[src/rtl/lcd_three_wire_frame_serializer_assert.svh]
// ---------------------------------------------------------------------------
// lcd three-wire frame serializer assertion macros
// shared concurrent assertion forms, reset disables checking
// ---------------------------------------------------------------------------
`ifndef LCD_THREE_WIRE_FRAME_SERIALIZER_ASSERT_SVH
`define LCD_THREE_WIRE_FRAME_SERIALIZER_ASSERT_SVH

// same-cycle implication
`define LTW_ASSERT_SAME(lbl, clk_s, rst_s, ante, cons) \
  lbl: assert property (@(posedge clk_s) disable iff (!(rst_s)) (ante) |-> (cons)) \
    else $error("serializer same-cycle check failed");

// next-cycle implication
`define LTW_ASSERT_NEXT(lbl, clk_s, rst_s, ante, cons) \
  lbl: assert property (@(posedge clk_s) disable iff (!(rst_s)) (ante) |=> (cons)) \
    else $error("serializer next-cycle check failed");

`endif

[src/rtl/lcdtw_pkg.sv]
// ---------------------------------------------------------------------------
// lcdtw_pkg
// constants and codes for the three-wire lcd frame serializer
// ---------------------------------------------------------------------------
package lcdtw_pkg;

  localparam int ADDRESS_BITS = 6;
  localparam int DATA_BITS    = 8;
  localparam int CMD_BITS     = 8;
  localparam int MODE_BITS    = 3;

  localparam int BODY_W_WRITE = ADDRESS_BITS + DATA_BITS;
  localparam int BODY_W_CMD   = CMD_BITS + 1;
  localparam int BODY_W_MAX   = (BODY_W_WRITE > BODY_W_CMD) ? BODY_W_WRITE : BODY_W_CMD;
  localparam int SEQ_W        = MODE_BITS + BODY_W_MAX;
  localparam int CNT_W        = $clog2(SEQ_W + 1);

  localparam int LEN_CMD_OPEN   = MODE_BITS + BODY_W_CMD;
  localparam int LEN_CMD_CONT   = BODY_W_CMD;
  localparam int LEN_WRITE_OPEN = MODE_BITS + BODY_W_WRITE;
  localparam int LEN_WRITE_CONT = DATA_BITS;

  localparam logic       OP_CMD   = 1'b0;
  localparam logic       OP_WRITE = 1'b1;

  localparam logic [MODE_BITS-1:0] MODE_CMD   = 3'b100;
  localparam logic [MODE_BITS-1:0] MODE_WRITE = 3'b101;

  localparam logic CMD_TRAIL_BIT = 1'b0;

  typedef logic [SEQ_W-1:0] seq_word_t;
  typedef logic [CNT_W-1:0] bit_cnt_t;

endpackage

[src/rtl/lcd_three_wire_frame_serializer.sv]
// ---------------------------------------------------------------------------
// lcd_three_wire_frame_serializer
// turns command and display write items into mode, address and data bits
// ---------------------------------------------------------------------------
// first bit: a taken item is loaded into the shift register and bit counter,
//   and its first bit then moves into the output register
// throughput: one bit per cycle through the shared shift register when the
//   output is not stalled; an item of n bits (8 to 17) holds the input until its last bit is sent
// reset: rst_n synchronous, clears the bit counter, output valid and frame state
module lcd_three_wire_frame_serializer (
  input  logic       clk,
  input  logic       rst_n,
  input  logic       in_valid,
  output logic       in_stall,
  input  logic       in_operation,
  input  logic [7:0] in_payload,
  input  logic [5:0] in_address,
  input  logic       in_close_frame,
  output logic       out_valid,
  input  logic       out_stall,
  output logic       out_data_bit,
  output logic       out_frame_start,
  output logic       out_frame_end,
  output logic       out_last
);

  `include "lcd_three_wire_frame_serializer_assert.svh"

  localparam int SEQ_W = lcdtw_pkg::SEQ_W;
  localparam int CNT_W = lcdtw_pkg::CNT_W;

  lcdtw_pkg::seq_word_t shift_r, shift_nxt, load_word;
  lcdtw_pkg::bit_cnt_t  cnt_r, cnt_nxt, load_cnt;
  logic frame_open_r, frame_open_nxt;
  logic frame_kind_r, frame_kind_nxt;
  logic start_pend_r, start_pend_nxt;
  logic close_r, close_nxt;
  logic out_valid_r, out_valid_nxt;
  logic data_bit_r, data_bit_nxt;
  logic frame_start_r, frame_start_nxt;
  logic frame_end_r, frame_end_nxt;
  logic last_r, last_nxt;

  logic accept, emit, opening, last_bit;
  logic [lcdtw_pkg::ADDRESS_BITS-1:0] addr_sel;
  logic [lcdtw_pkg::DATA_BITS-1:0]    data_sel;

  assign in_stall = (cnt_r != '0);
  assign accept   = in_valid && !in_stall;
  assign emit     = (cnt_r != '0) && (!out_valid_r || !out_stall);
  assign last_bit = (cnt_r == CNT_W'(1));
  assign opening  = !frame_open_r || (frame_kind_r != in_operation);
  assign addr_sel = lcdtw_pkg::ADDRESS_BITS'(in_address);
  assign data_sel = lcdtw_pkg::DATA_BITS'(in_payload);

  // left-aligned bit sequence for the incoming item
  always_comb begin
    load_word = '0;
    load_cnt  = '0;
    case ({in_operation, opening})
      {lcdtw_pkg::OP_CMD, 1'b1}: begin
        load_word = SEQ_W'({lcdtw_pkg::MODE_CMD, in_payload, lcdtw_pkg::CMD_TRAIL_BIT})
                    << (SEQ_W - lcdtw_pkg::LEN_CMD_OPEN);
        load_cnt  = CNT_W'(lcdtw_pkg::LEN_CMD_OPEN);
      end
      {lcdtw_pkg::OP_CMD, 1'b0}: begin
        load_word = SEQ_W'({in_payload, lcdtw_pkg::CMD_TRAIL_BIT})
                    << (SEQ_W - lcdtw_pkg::LEN_CMD_CONT);
        load_cnt  = CNT_W'(lcdtw_pkg::LEN_CMD_CONT);
      end
      {lcdtw_pkg::OP_WRITE, 1'b1}: begin
        load_word = SEQ_W'({lcdtw_pkg::MODE_WRITE, addr_sel, data_sel})
                    << (SEQ_W - lcdtw_pkg::LEN_WRITE_OPEN);
        load_cnt  = CNT_W'(lcdtw_pkg::LEN_WRITE_OPEN);
      end
      default: begin
        load_word = SEQ_W'(data_sel) << (SEQ_W - lcdtw_pkg::LEN_WRITE_CONT);
        load_cnt  = CNT_W'(lcdtw_pkg::LEN_WRITE_CONT);
      end
    endcase
  end

  always_comb begin
    shift_nxt       = shift_r;
    cnt_nxt         = cnt_r;
    frame_open_nxt  = frame_open_r;
    frame_kind_nxt  = frame_kind_r;
    start_pend_nxt  = start_pend_r;
    close_nxt       = close_r;
    out_valid_nxt   = out_valid_r;
    data_bit_nxt    = data_bit_r;
    frame_start_nxt = frame_start_r;
    frame_end_nxt   = frame_end_r;
    last_nxt        = last_r;
    if (accept) begin
      shift_nxt      = load_word;
      cnt_nxt        = load_cnt;
      start_pend_nxt = opening;
      close_nxt      = in_close_frame;
      frame_open_nxt = !in_close_frame;
      frame_kind_nxt = in_operation;
    end
    if (emit) begin
      shift_nxt       = shift_r << 1;
      cnt_nxt         = cnt_r - CNT_W'(1);
      start_pend_nxt  = 1'b0;
      out_valid_nxt   = 1'b1;
      data_bit_nxt    = shift_r[SEQ_W-1];
      frame_start_nxt = start_pend_r;
      frame_end_nxt   = last_bit && close_r;
      last_nxt        = last_bit;
    end else if (!out_stall) begin
      out_valid_nxt = 1'b0;
    end
  end

  always_ff @(posedge clk) begin
    if (!rst_n) begin
      cnt_r        <= '0;
      frame_open_r <= 1'b0;
      frame_kind_r <= lcdtw_pkg::OP_CMD;
      start_pend_r <= 1'b0;
      out_valid_r  <= 1'b0;
    end else begin
      cnt_r        <= cnt_nxt;
      frame_open_r <= frame_open_nxt;
      frame_kind_r <= frame_kind_nxt;
      start_pend_r <= start_pend_nxt;
      out_valid_r  <= out_valid_nxt;
    end
  end

  always_ff @(posedge clk) begin
    shift_r       <= shift_nxt;
    close_r       <= close_nxt;
    data_bit_r    <= data_bit_nxt;
    frame_start_r <= frame_start_nxt;
    frame_end_r   <= frame_end_nxt;
    last_r        <= last_nxt;
  end

  assign out_valid       = out_valid_r;
  assign out_data_bit    = data_bit_r;
  assign out_frame_start = frame_start_r;
  assign out_frame_end   = frame_end_r;
  assign out_last        = last_r;

  `LTW_ASSERT_NEXT(a_accept_loads_bits, clk, rst_n, accept, cnt_r != '0)
  `LTW_ASSERT_SAME(a_end_on_last, clk, rst_n, out_valid && out_frame_end, out_last)
  `LTW_ASSERT_NEXT(a_final_bit_marked, clk, rst_n, emit && last_bit,
                   out_valid && out_last && !in_stall)
  `LTW_ASSERT_NEXT(a_start_only_first, clk, rst_n, emit && !accept, !start_pend_r)

endmodule

[config.mk]
export PLATFORM = sky130hd
export DESIGN_NAME = lcd_three_wire_frame_serializer
export DESIGN_NICKNAME = d
export VERILOG_FILES = /design/src/rtl/lcdtw_pkg.sv /design/src/rtl/lcd_three_wire_frame_serializer.sv
export VERILOG_INCLUDE_DIRS = /design/src /design/src/rtl
export SDC_FILE = /design/constraint.sdc
export NUM_CORES = 1
export LEC_CHECK = 0
export ABC_AREA = 1
export ABC_CLOCK_PERIOD_IN_PS = 1600
export BUFFER_PORTS_ARGS = -buffer_cell sky130_fd_sc_hd__buf_2
export CAP_MARGIN = 20
export CORE_MARGIN = 8
export CORE_UTILIZATION = 35
export DETAILED_ROUTE_END_ITERATION = 6
export GPL_TIMING_DRIVEN = 0
export PLACE_DENSITY = 0.65
export SLEW_MARGIN = 5
export SYNTH_ARGS = -nofsm -noshare
export SYNTH_HDL_FRONTEND = slang
export SYNTH_SLANG_ARGS = --single-unit
export TNS_END_PERCENT = 100
[constraint.sdc]
create_clock -name clk -period 1.6 [get_ports clk]
set_clock_uncertainty 0.05 [all_clocks]
set_input_delay 0.08 -clock clk [delete_from_list [all_inputs] [get_ports clk]]
set_output_delay 0.08 -clock clk [all_outputs]
set_load 0.05 [all_outputs]
* Word level (Yosys, flattened, before mapping)
Cells that the tools add are included.
** Cells by class
- Reductions and logical operators :: 14
- Bitwise operators :: 1
- Divide/modulo/power cells :: 0
- Multipliers :: 0
- Multiplexer cells :: 8
- Equality and inequality tests :: 5
- Add/subtract/negate cells :: 1
- Shift-type cells :: 0
- Magnitude comparators :: 0
** Operators with widths (count)
- $mux 17 :: 2
- $pmux 17 s2 :: 1
- $pmux 5 s3 :: 1
- $mux 5 :: 2
- $eq 5x1->1 const B :: 1
- $logic_not 1->1 :: 5
- $reduce_bool 5->1 :: 1
- $sub 5x1->5 const B :: 1
- $logic_and 1x1->1 :: 3
- $eq 2x1->1 const B :: 1
- $eq 2x2->1 const B :: 1
- $logic_not 2->1 :: 1
- $logic_or 1x1->1 :: 2
- $mux 1 :: 2
- $ne 2x1->1 const B :: 1
- $reduce_bool 2->1 :: 1
- $reduce_or 2->1 :: 1
- $ne 1x1->1 :: 1
- $not 1->1 :: 1
** Storage, ports and cells
- RAM bits :: 0
- Output and inout port bits :: 6
- ROM bits :: 0
- Bits in latches :: 0
- Bits in registers :: 31
- Memories :: 0

* Longest topological paths before layout
Gate-level depths: netlist of the first run.
- Depth in word-level cells :: 6
- Depth in mapped cells :: 11
- Depth with buffers taken out :: 11

* Worst setup path before layout of the first run
No wires, ideal clock.
- Path kind :: register -> register
- Start :: register cnt_r[0]
- End :: register cnt_r[2]
- Stages on the path, launching flop included :: 10
- Setup slack :: -0.241 ns
- Arrival time :: 1.672 ns
- Setup time :: 0.120 ns
- Data required time :: 1.430 ns
- Cells stage by stage :: dfxtp_1 inv_1 ha_1 inv_1 nor2_2 nand2_4 nand2_4 nand2_1 o21ai_0 nor2_1
** On the way
- Longest elaborated chain between the ends :: 4
** RTL lines
- start: declaration :: line lcd_three_wire_frame_serializer.sv:33 : lcdtw_pkg::bit_cnt_t cnt_r, cnt_nxt, load_cnt;
- start signal: assignment :: line lcd_three_wire_frame_serializer.sv:125 : cnt_r <= cnt_nxt;
- $reduce_bool 5->1 (*) :: line lcd_three_wire_frame_serializer.sv:48 : assign in_stall = (cnt_r != '0);
- via in_stall :: line lcd_three_wire_frame_serializer.sv:14 : output logic in_stall,
- $logic_not 1->1 :: line lcd_three_wire_frame_serializer.sv:49 : assign accept = in_valid && !in_stall;
- $logic_and 1x1->1 :: line lcd_three_wire_frame_serializer.sv:49
- $reduce_bool 2->1 (no source line)
The timed path passes the listed nets; every way through them passes the cells marked *.
A chain may end at the register's enable or synchronous reset.

* Worst setup path after layout of the first run
- Start :: register frame_kind_r
- End :: register shift_r[11] (data pin)
** On the way
- Longest elaborated chain between the ends :: 6
** RTL lines
- start: declaration :: line lcd_three_wire_frame_serializer.sv:35 : logic frame_kind_r, frame_kind_nxt;
- start signal: assignment :: line lcd_three_wire_frame_serializer.sv:121 : frame_kind_r <= lcdtw_pkg::OP_CMD;
- start signal: assignment :: line lcd_three_wire_frame_serializer.sv:127 : frame_kind_r <= frame_kind_nxt;
- $ne 1x1->1 (*) :: line lcd_three_wire_frame_serializer.sv:52 : assign opening = !frame_open_r || (frame_kind_r != in_operation);
- $logic_or 1x1->1 (*) :: line lcd_three_wire_frame_serializer.sv:52
- via opening :: line lcd_three_wire_frame_serializer.sv:44 : logic accept, emit, opening, last_bit;
- $eq 2x2->1 / $eq 2x1->1 (equally long branches) :: line lcd_three_wire_frame_serializer.sv:60 : case ({in_operation, opening})
- $pmux 17 s2 (*) :: line lcd_three_wire_frame_serializer.sv:60
- $mux 17 (*) :: line lcd_three_wire_frame_serializer.sv:95 : if (accept) begin
- $mux 17 (*) :: line lcd_three_wire_frame_serializer.sv:103 : if (emit) begin
- via shift_nxt[11] :: line lcd_three_wire_frame_serializer.sv:32 : lcdtw_pkg::seq_word_t shift_r, shift_nxt, load_word;
- end signal: assignment :: line lcd_three_wire_frame_serializer.sv:134 : shift_r <= shift_nxt;
- end: declaration :: line lcd_three_wire_frame_serializer.sv:32
The timed path passes the listed nets; every way through them passes the cells marked *. The select of a mux whose other input is x is not followed.

==> flow_summary.yaml, run 1 <==
status:
  status: "finished, violations left"
  failed_checks: "setup timing"
job:
  cap_viol_max_count: 0
yosys:
  synth_sequential_area_ratio: 0.516
  ys_dominant_reg_cell: "edfxtp_1"
  post_synth.cell_area_avg_um2: 8.85
  ys_seq_elements: 31
  mappedNetlistArea_um2: 1610
  synth_edf_count: 21
  synthesis.yosys.warnings: 0
  synthCells: 182
  synth_top_area_cell: "edfxtp_1"
  synth_nets: 209
  synth-async-reset-ratio: 0
  post-synth-top-area-fraction: 0.391
  synth.top_cells.by_area: "edfxtp_1 (39%), dfxtp_1 (12%), nand2_1 (11%)"
  synthDistinctLibCells: 28
clock_network:
  worstSkewPairLatency_ns: 0.29
  htree_num_levels: 2
  cts_buffers: 5
  cts-root-to-sink-buffers: 2
  clock_sinks: 31
  clk_transition_reported_paths_ns: 0.07
  cts_tree: "done"
  root_buffer: "clkbuf_8"
hold_path:
  hold_path.startpoint: "rst_n"
  type_of_the_most_critical_hold_path: "in -> reg"
  worst_hold_path.endpoint: "out_valid"
  hold_depth: 3
critical_path:
  required_ns: 1.59
  register_to_register_path_setup_slack_ns: -0.16
  worst_ep_arrival_time_ns: 1.76
  r2r_start: "frame_kind_r"
  worst_r2r_endpoint: "shift_r[11]"
  crit_path_start_kind: "flip-flop"
  crit_path_max_delay_family: "compound AO/OA/AOI/OAI gates"
  critical_path.max_stage_delay_ns: 0.37
  crit_path_cell_trace: "o21ai_2 -> a21oi_2 -> inv_2 -> ha_4 -> nor2_4 -> inv_4 -> o211ai_1 -> nand2_1"
  critPathCaptureType: "flip-flop"
  crit_slowest_cell: "dfxtp_4"
  reg2regPathDepth: 8
  cp.buffers_inverters: 2
  setup.worst_path.class: "reg -> reg"
  worstPathMaxFanout: 7
placed_design:
  detailedPlacementHpwl_um: 2710
  port-buffer-count: 25
  place_ws_ns: -0.341
  globalplace.congestion: 0.817
floorplan:
  std_cell_rows: 24
  ios: 26
  die_w_um: 83.9
  die_h_um: 83.9
  initial_utilization: 0.368
  die_area_um2: 7030
  core-area_um2: 4380
layout:
  final_core_util: 0.536
  areaGrowthSynthToFinish_pct: 45.9
  final_nets: 266
  sequential_cell_area_um2: 841
  fill_cells: 396
  final_cell_mix: "nand2_1 (35), buf_2 (26), edfxtp_1 (21)"
  antenna_fix_cells: 0
  layout_commonest_cell: "nand2_1"
  share_of_layout_cells_above_drive_strength_1: 0.446
  area_taken_by_multi_input_logic_gates_um2: 858
power:
  internal_power_w: 0.00283
  leakagePower_nw: 1.02
  cellPowerDensity_nw_per_um2: 2120
  comb_power_share: 0.558
  clock_power_share: 0.122
  p_sw_frac: 0.430
  vdd.ir_drop.worst_uv: 672
  switching_power_w: 0.00214
  seqPwrFrac: 0.320
sta:
  tightest_slew_ns: 0.354
  period_needed_ns: 1.76
  max-slew-margin-rel: 0.764
  clock.fmax_mhz: 567
  final_critical_path_setup_slack_ns: -0.165
  rsz0062_at_grt: "true"
  final_count_of_negative_setup_slack_endpoints: 10
  drv_slew: 0
  fin_tns_setup_ns: -1.07
  final_min_period_over_clock_period: 1.10
  final_count_of_hold_timing_violations: 0
global_route:
  grt_pass1_wl_um: 6580
  first_global_vias: 1378
  grt_overflow: 0
  grt_use_total: 0.115
  largest_net_degree_at_the_start_of_global_routing: 21
  grt_antenna_before_repair: 0
route:
  firstDrtPassIters: 4
  detail_route.vias_per_cell: 5.17
  route.detailed.drc: 0
  number_of_nets_with_antenna_violations_after_detailed_routing: 0
  routed_wl_um: 4560
  drt_iter0_markers: 103
  detail_route.wl_per_cell_um: 15.6
  number_of_vias_in_the_routed_layout: 1509
-- sequential cells by signal (all words and copies together) (netlist names) --
signal	flops
out_data_bit	1
out_valid	1
shift_r	17
frame_kind_r	1
out_frame_start	1
cnt_r	5
out_last	1
close_r	1
out_frame_end	1
start_pend_r	1
frame_open_r	1
-- area by class of cell --
| class | instances | share of cell area |
|---|---|---|
| inverter | 18 | 0.0383 |
| clock inverter | 3 | 0.00639 |
| clock buffer | 5 | 0.0293 |
| buffer | 6 | 0.0351 |
| sequential | 31 | 0.358 |
| timing repair buffer | 49 | 0.141 |
| multi-input combinational | 128 | 0.365 |
| tap | 52 | 0.0277 |
-- through the flow --
step	hold WS (ns)	instances	power, W	area [um2]
final	0.0218	292	0.00498	2350
after global placement	0.239	259	0.00338	1880
after detailed placement	0.236	259	0.00341	1880
after global routing	0.0456	292	0.00527	2350
after CTS	0.0258	278	0.00415	2090
after floorplan	0.119	182	0.00296	1690
-- kinds of logic (layout without fill, tap and decap cells) --
| logic type | after synthesis | after routing | synth area share |
|---|---|---|---|
| buffers and inverters | 24 | 81 | 0.0675 |
| DFF | 31 | 31 | 0.516 |
| adders and majority gates | 7 | 7 | 0.0543 |
| xor gates and xnor gates | 1 | 1 | 0.00544 |
| AOI/OAI and AO/OA | 39 | 39 | 0.131 |
| and+or+nand+nor | 80 | 81 | 0.226 |
-- Yosys cell counts, types with 2 or more instances --
master	number
nand3b_1	2
a21oi_1	10
dfxtp_1	10
nand2_1	47
o21ai_0	23
edfxtp_1	21
nor2_2	2
buf_6	2
buf_2	3
inv_1	15
ha_1	7
inv_2	3
nand2_4	2
nand3_1	15
nor2_1	7
-- per-layer routing --
metal | track usage | vias up | routed length [um] | share of wire
li1 | - | 734 | - | -
met1 | 0.139 | 706 | 1960 | 0.43
met2 | 0.185 | 61 | 2240 | 0.49
met3 | 0.0322 | 8 | 252 | 0.055
met4 | 0.0471 | 0 | 107 | 0.023
met5 | 0 | - | 0 | 0
-- power by group through the flow --
stage | Clock [W] | Combinational (W) | Sequential [W]
2_1_floorplan | 0 | 0.00125 | 0.00171
3_3_place_gp | 0 | 0.00185 | 0.00153
3_5_place_dp | 0 | 0.00187 | 0.00154
4_1_cts | 0.000614 | 0.00200 | 0.00154
5_1_grt | 0.000655 | 0.00299 | 0.00162
6_report | 0.000607 | 0.00278 | 0.00159
-- worst reg2reg max path: stages, from the launching register on --
cell      delay, ns
dfxtp_4        0.37
o21ai_2        0.07
a21oi_2        0.18
inv_2          0.12
ha_4           0.19
nor2_4         0.22
inv_4          0.09
o211ai_1       0.18
nand2_1        0.07
-- timing repair --
item,4_1_cts,5_1_grt
gates resized for setup,19,45
pin swaps,11,18
setup buffers,11,15
endpoints found under the setup margin,43,43
cloned,0,2
hold endpoints to repair,2,0
hold buffers,1,0
-- how the worst max path moves through the flow --
| stage | start | slack [ns] | to | cells past startpoint |
|---|---|---|---|---|
| after floorplan | frame_kind_r | -0.02 | shift_r[11] | 9 |
| after global placement | in_operation | -0.37 | shift_r[9] | 12 |
| after detailed placement | in_operation | -0.34 | shift_r[9] | 12 |
| after CTS | frame_kind_r | -0.09 | shift_r[11] | 8 |
| after global routing | frame_kind_r | -0.25 | shift_r[11] | 8 |
| final | frame_kind_r | -0.16 | shift_r[11] | 8 |
Power figures use the tool's default switching activity.
==> run 2: changes to the inputs <==
--- a/config.mk
+++ b/config.mk
@@ -10,6 +10,7 @@
 export ABC_CLOCK_PERIOD_IN_PS = 1600
 export BUFFER_PORTS_ARGS = -buffer_cell sky130_fd_sc_hd__buf_2
 export CAP_MARGIN = 20
+export CORE_ASPECT_RATIO = 1.4
 export CORE_MARGIN = 8
 export CORE_UTILIZATION = 35
 export DETAILED_ROUTE_END_ITERATION = 6
==> run 2 against run 1 <==
Wire length down 6.5%. Largest cell class unchanged. Highest routed layer unchanged. The run still ends with setup timing left. Register-to-register slack better by 0.05 ns. Critical path type unchanged. Combinational power down 6%. Via count up 1.1%. Critical endpoint unchanged. Global-route usage up 0.52 points. Maximum frequency up 2.8%. Die area up 0.44%. Cell count up 3.1%. Power down 4.2%. Critical path depth up 2. Sequential share of layout area down 0.16 points.
==> flow_summary.yaml, run 2 (same netlist as run 1, synthesis figures left out) <==
global_route:
  first_global_vias: 1435
  grt_antenna_before_repair: 0
  grt_pass1_wl_um: 6530
  largest_net_degree_at_the_start_of_global_routing: 21
  grt_overflow: 0
  grt_use_total: 0.120
floorplan:
  die_h_um: 96.3
  die_w_um: 73.4
  core-area_um2: 4500
  ios: 26
  std_cell_rows: 29
  die_area_um2: 7060
  initial_utilization: 0.358
placed_design:
  detailedPlacementHpwl_um: 2780
  globalplace.congestion: 0.859
  placedCellCount: 269
  port-buffer-count: 25
sta:
  final_count_of_hold_timing_violations: 0
  fin_tns_setup_ns: -0.320
  final_min_period_over_clock_period: 1.07
  drv_slew: 0
  period_needed_ns: 1.72
  max-slew-margin-rel: 0.785
  clock.fmax_mhz: 583
  rsz0062_at_grt: "true"
  tightest_slew_ns: 0.322
  timing.hold.ws_ns: 0.0297
  final_count_of_negative_setup_slack_endpoints: 7
  final_critical_path_setup_slack_ns: -0.116
critical_path:
  required_ns: 1.58
  crit_slowest_cell: "dfxtp_2"
  worst_ep_arrival_time_ns: 1.70
  crit_path_cell_trace: "o21ai_2 -> a21oi_2 -> inv_2 -> ha_4 -> nor2_4 -> buf_4 -> a21oi_2 -> o21ai_1 -> o211ai_1 -> nand2_1"
  crit_path_frequent_cell: "a21oi_2"
  worstPathMaxFanout: 6
  crit_path_start_kind: "flip-flop"
  setup.worst_path.class: "reg -> reg"
  critical_path.max_stage_delay_ns: 0.34
  critPathCaptureType: "flip-flop"
layout:
  final_cell_mix: "nand2_1 (39), buf_2 (25), edfxtp_1 (21)"
  largest_register: "shift_r"
  fill_cells: 424
  share_of_layout_cells_above_drive_strength_1: 0.456
  layout_commonest_cell: "nand2_1"
  reg_top3: "shift_r: 17 flops, cnt_r: 5 flops"
  areaGrowthSynthToFinish_pct: 46.1
  post_route_insts_no_fill: 301
  largest_register_ffs: 17
  final_core_util: 0.523
  antenna_fix_cells: 0
  final_nets: 265
route:
  number_of_vias_in_the_routed_layout: 1526
  number_of_nets_with_antenna_violations_after_detailed_routing: 0
  route.detailed.drc: 0
  detail_route.vias_per_cell: 5.07
  routed_wl_um: 4260
  firstDrtPassIters: 4
  detail_route.wl_per_cell_um: 14.2
  drt_iter0_markers: 143
clock_network:
  htree_num_levels: 2
  cts_tree: "done"
  cts_buffers: 5
  worstSkewPairLatency_ns: 0.28
  clock_sinks: 31
  clk_transition_reported_paths_ns: 0.07
  cts-root-to-sink-buffers: 2
  root_buffer: "clkbuf_8"
status:
  status: "finished, violations left"
  failed_checks: "setup timing"
power:
  fin_total_pwr_w: 0.00477
  cellPowerDensity_nw_per_um2: 2030
  vdd.ir_drop.worst_uv: 1020
  leakagePower_nw: 1.01
job:
  cap_viol_max_count: 0
hold_path:
  type_of_the_most_critical_hold_path: "in -> reg"
run 2: cell type report:
class	count	area, um2	share of cell area
Buffer	5	61.3	0.0260
Clock buffer	5	68.8	0.0292
Clock inverter	3	15.0	0.00638
Inverter	18	92.6	0.0393
Multi-Input combinational cell	127	852	0.362
Sequential cell	31	838	0.356
Tap cell	62	77.6	0.0329
Timing Repair Buffer	50	349	0.148
run 2: report_power, final:
part           internal [W]  switching, W  total, W
Sequential          0.00138      0.000170   0.00156
Clock              0.000297      0.000292  0.000589
Combinational       0.00108       0.00155   0.00262
Total               0.00276       0.00201   0.00477
run 2: stage by stage:
step | setup WS, ns | area, um2
after floorplan | -0.0231 | 1690
after global placement | -0.344 | 1900
after detailed placement | -0.400 | 1900
after CTS | -0.0610 | 2080
after global routing | -0.184 | 2350
final | -0.116 | 2350
run 2: repair_timing:
item                       4_1_cts  5_1_grt
hold endpoints to repair         2        0
setup endpoints to repair       42       45
gates cloned                     0        1
hold buffers                     1        0
resized for setup               26       38
buffers inserted                 8       15
pin swaps                        9       14
run 2: final timing paths:
kind	start	end	slack, ns	cells past startpoint
worst max-delay path	frame_kind_r	shift_r[11]	-0.12	10
worst min-delay path	rst_n	out_valid	0.03	3
worst min register to register	shift_r[16]	out_data_bit	0.37	0
worst max register to register	frame_kind_r	shift_r[11]	-0.12	10
run 2: worst max-delay path, delay by kind of cell, from the launching register on:
kind                       cells  cell delay (ns)
AOI/OAI and AO/OA              5             0.45
adders and majority gates      1             0.19
buffers and inverters          2             0.28
DFF                            1             0.34
and+or+nand+nor                2             0.15
run 2: layer usage:
layer | part of all wire | GRT usage | up-vias
met4 | 0.015 | 0.0435 | 0
met3 | 0.076 | 0.0438 | 7
met5 | 0 | 0 | -
met2 | 0.51 | 0.209 | 54
li1 | - | - | 735
met1 | 0.40 | 0.130 | 730
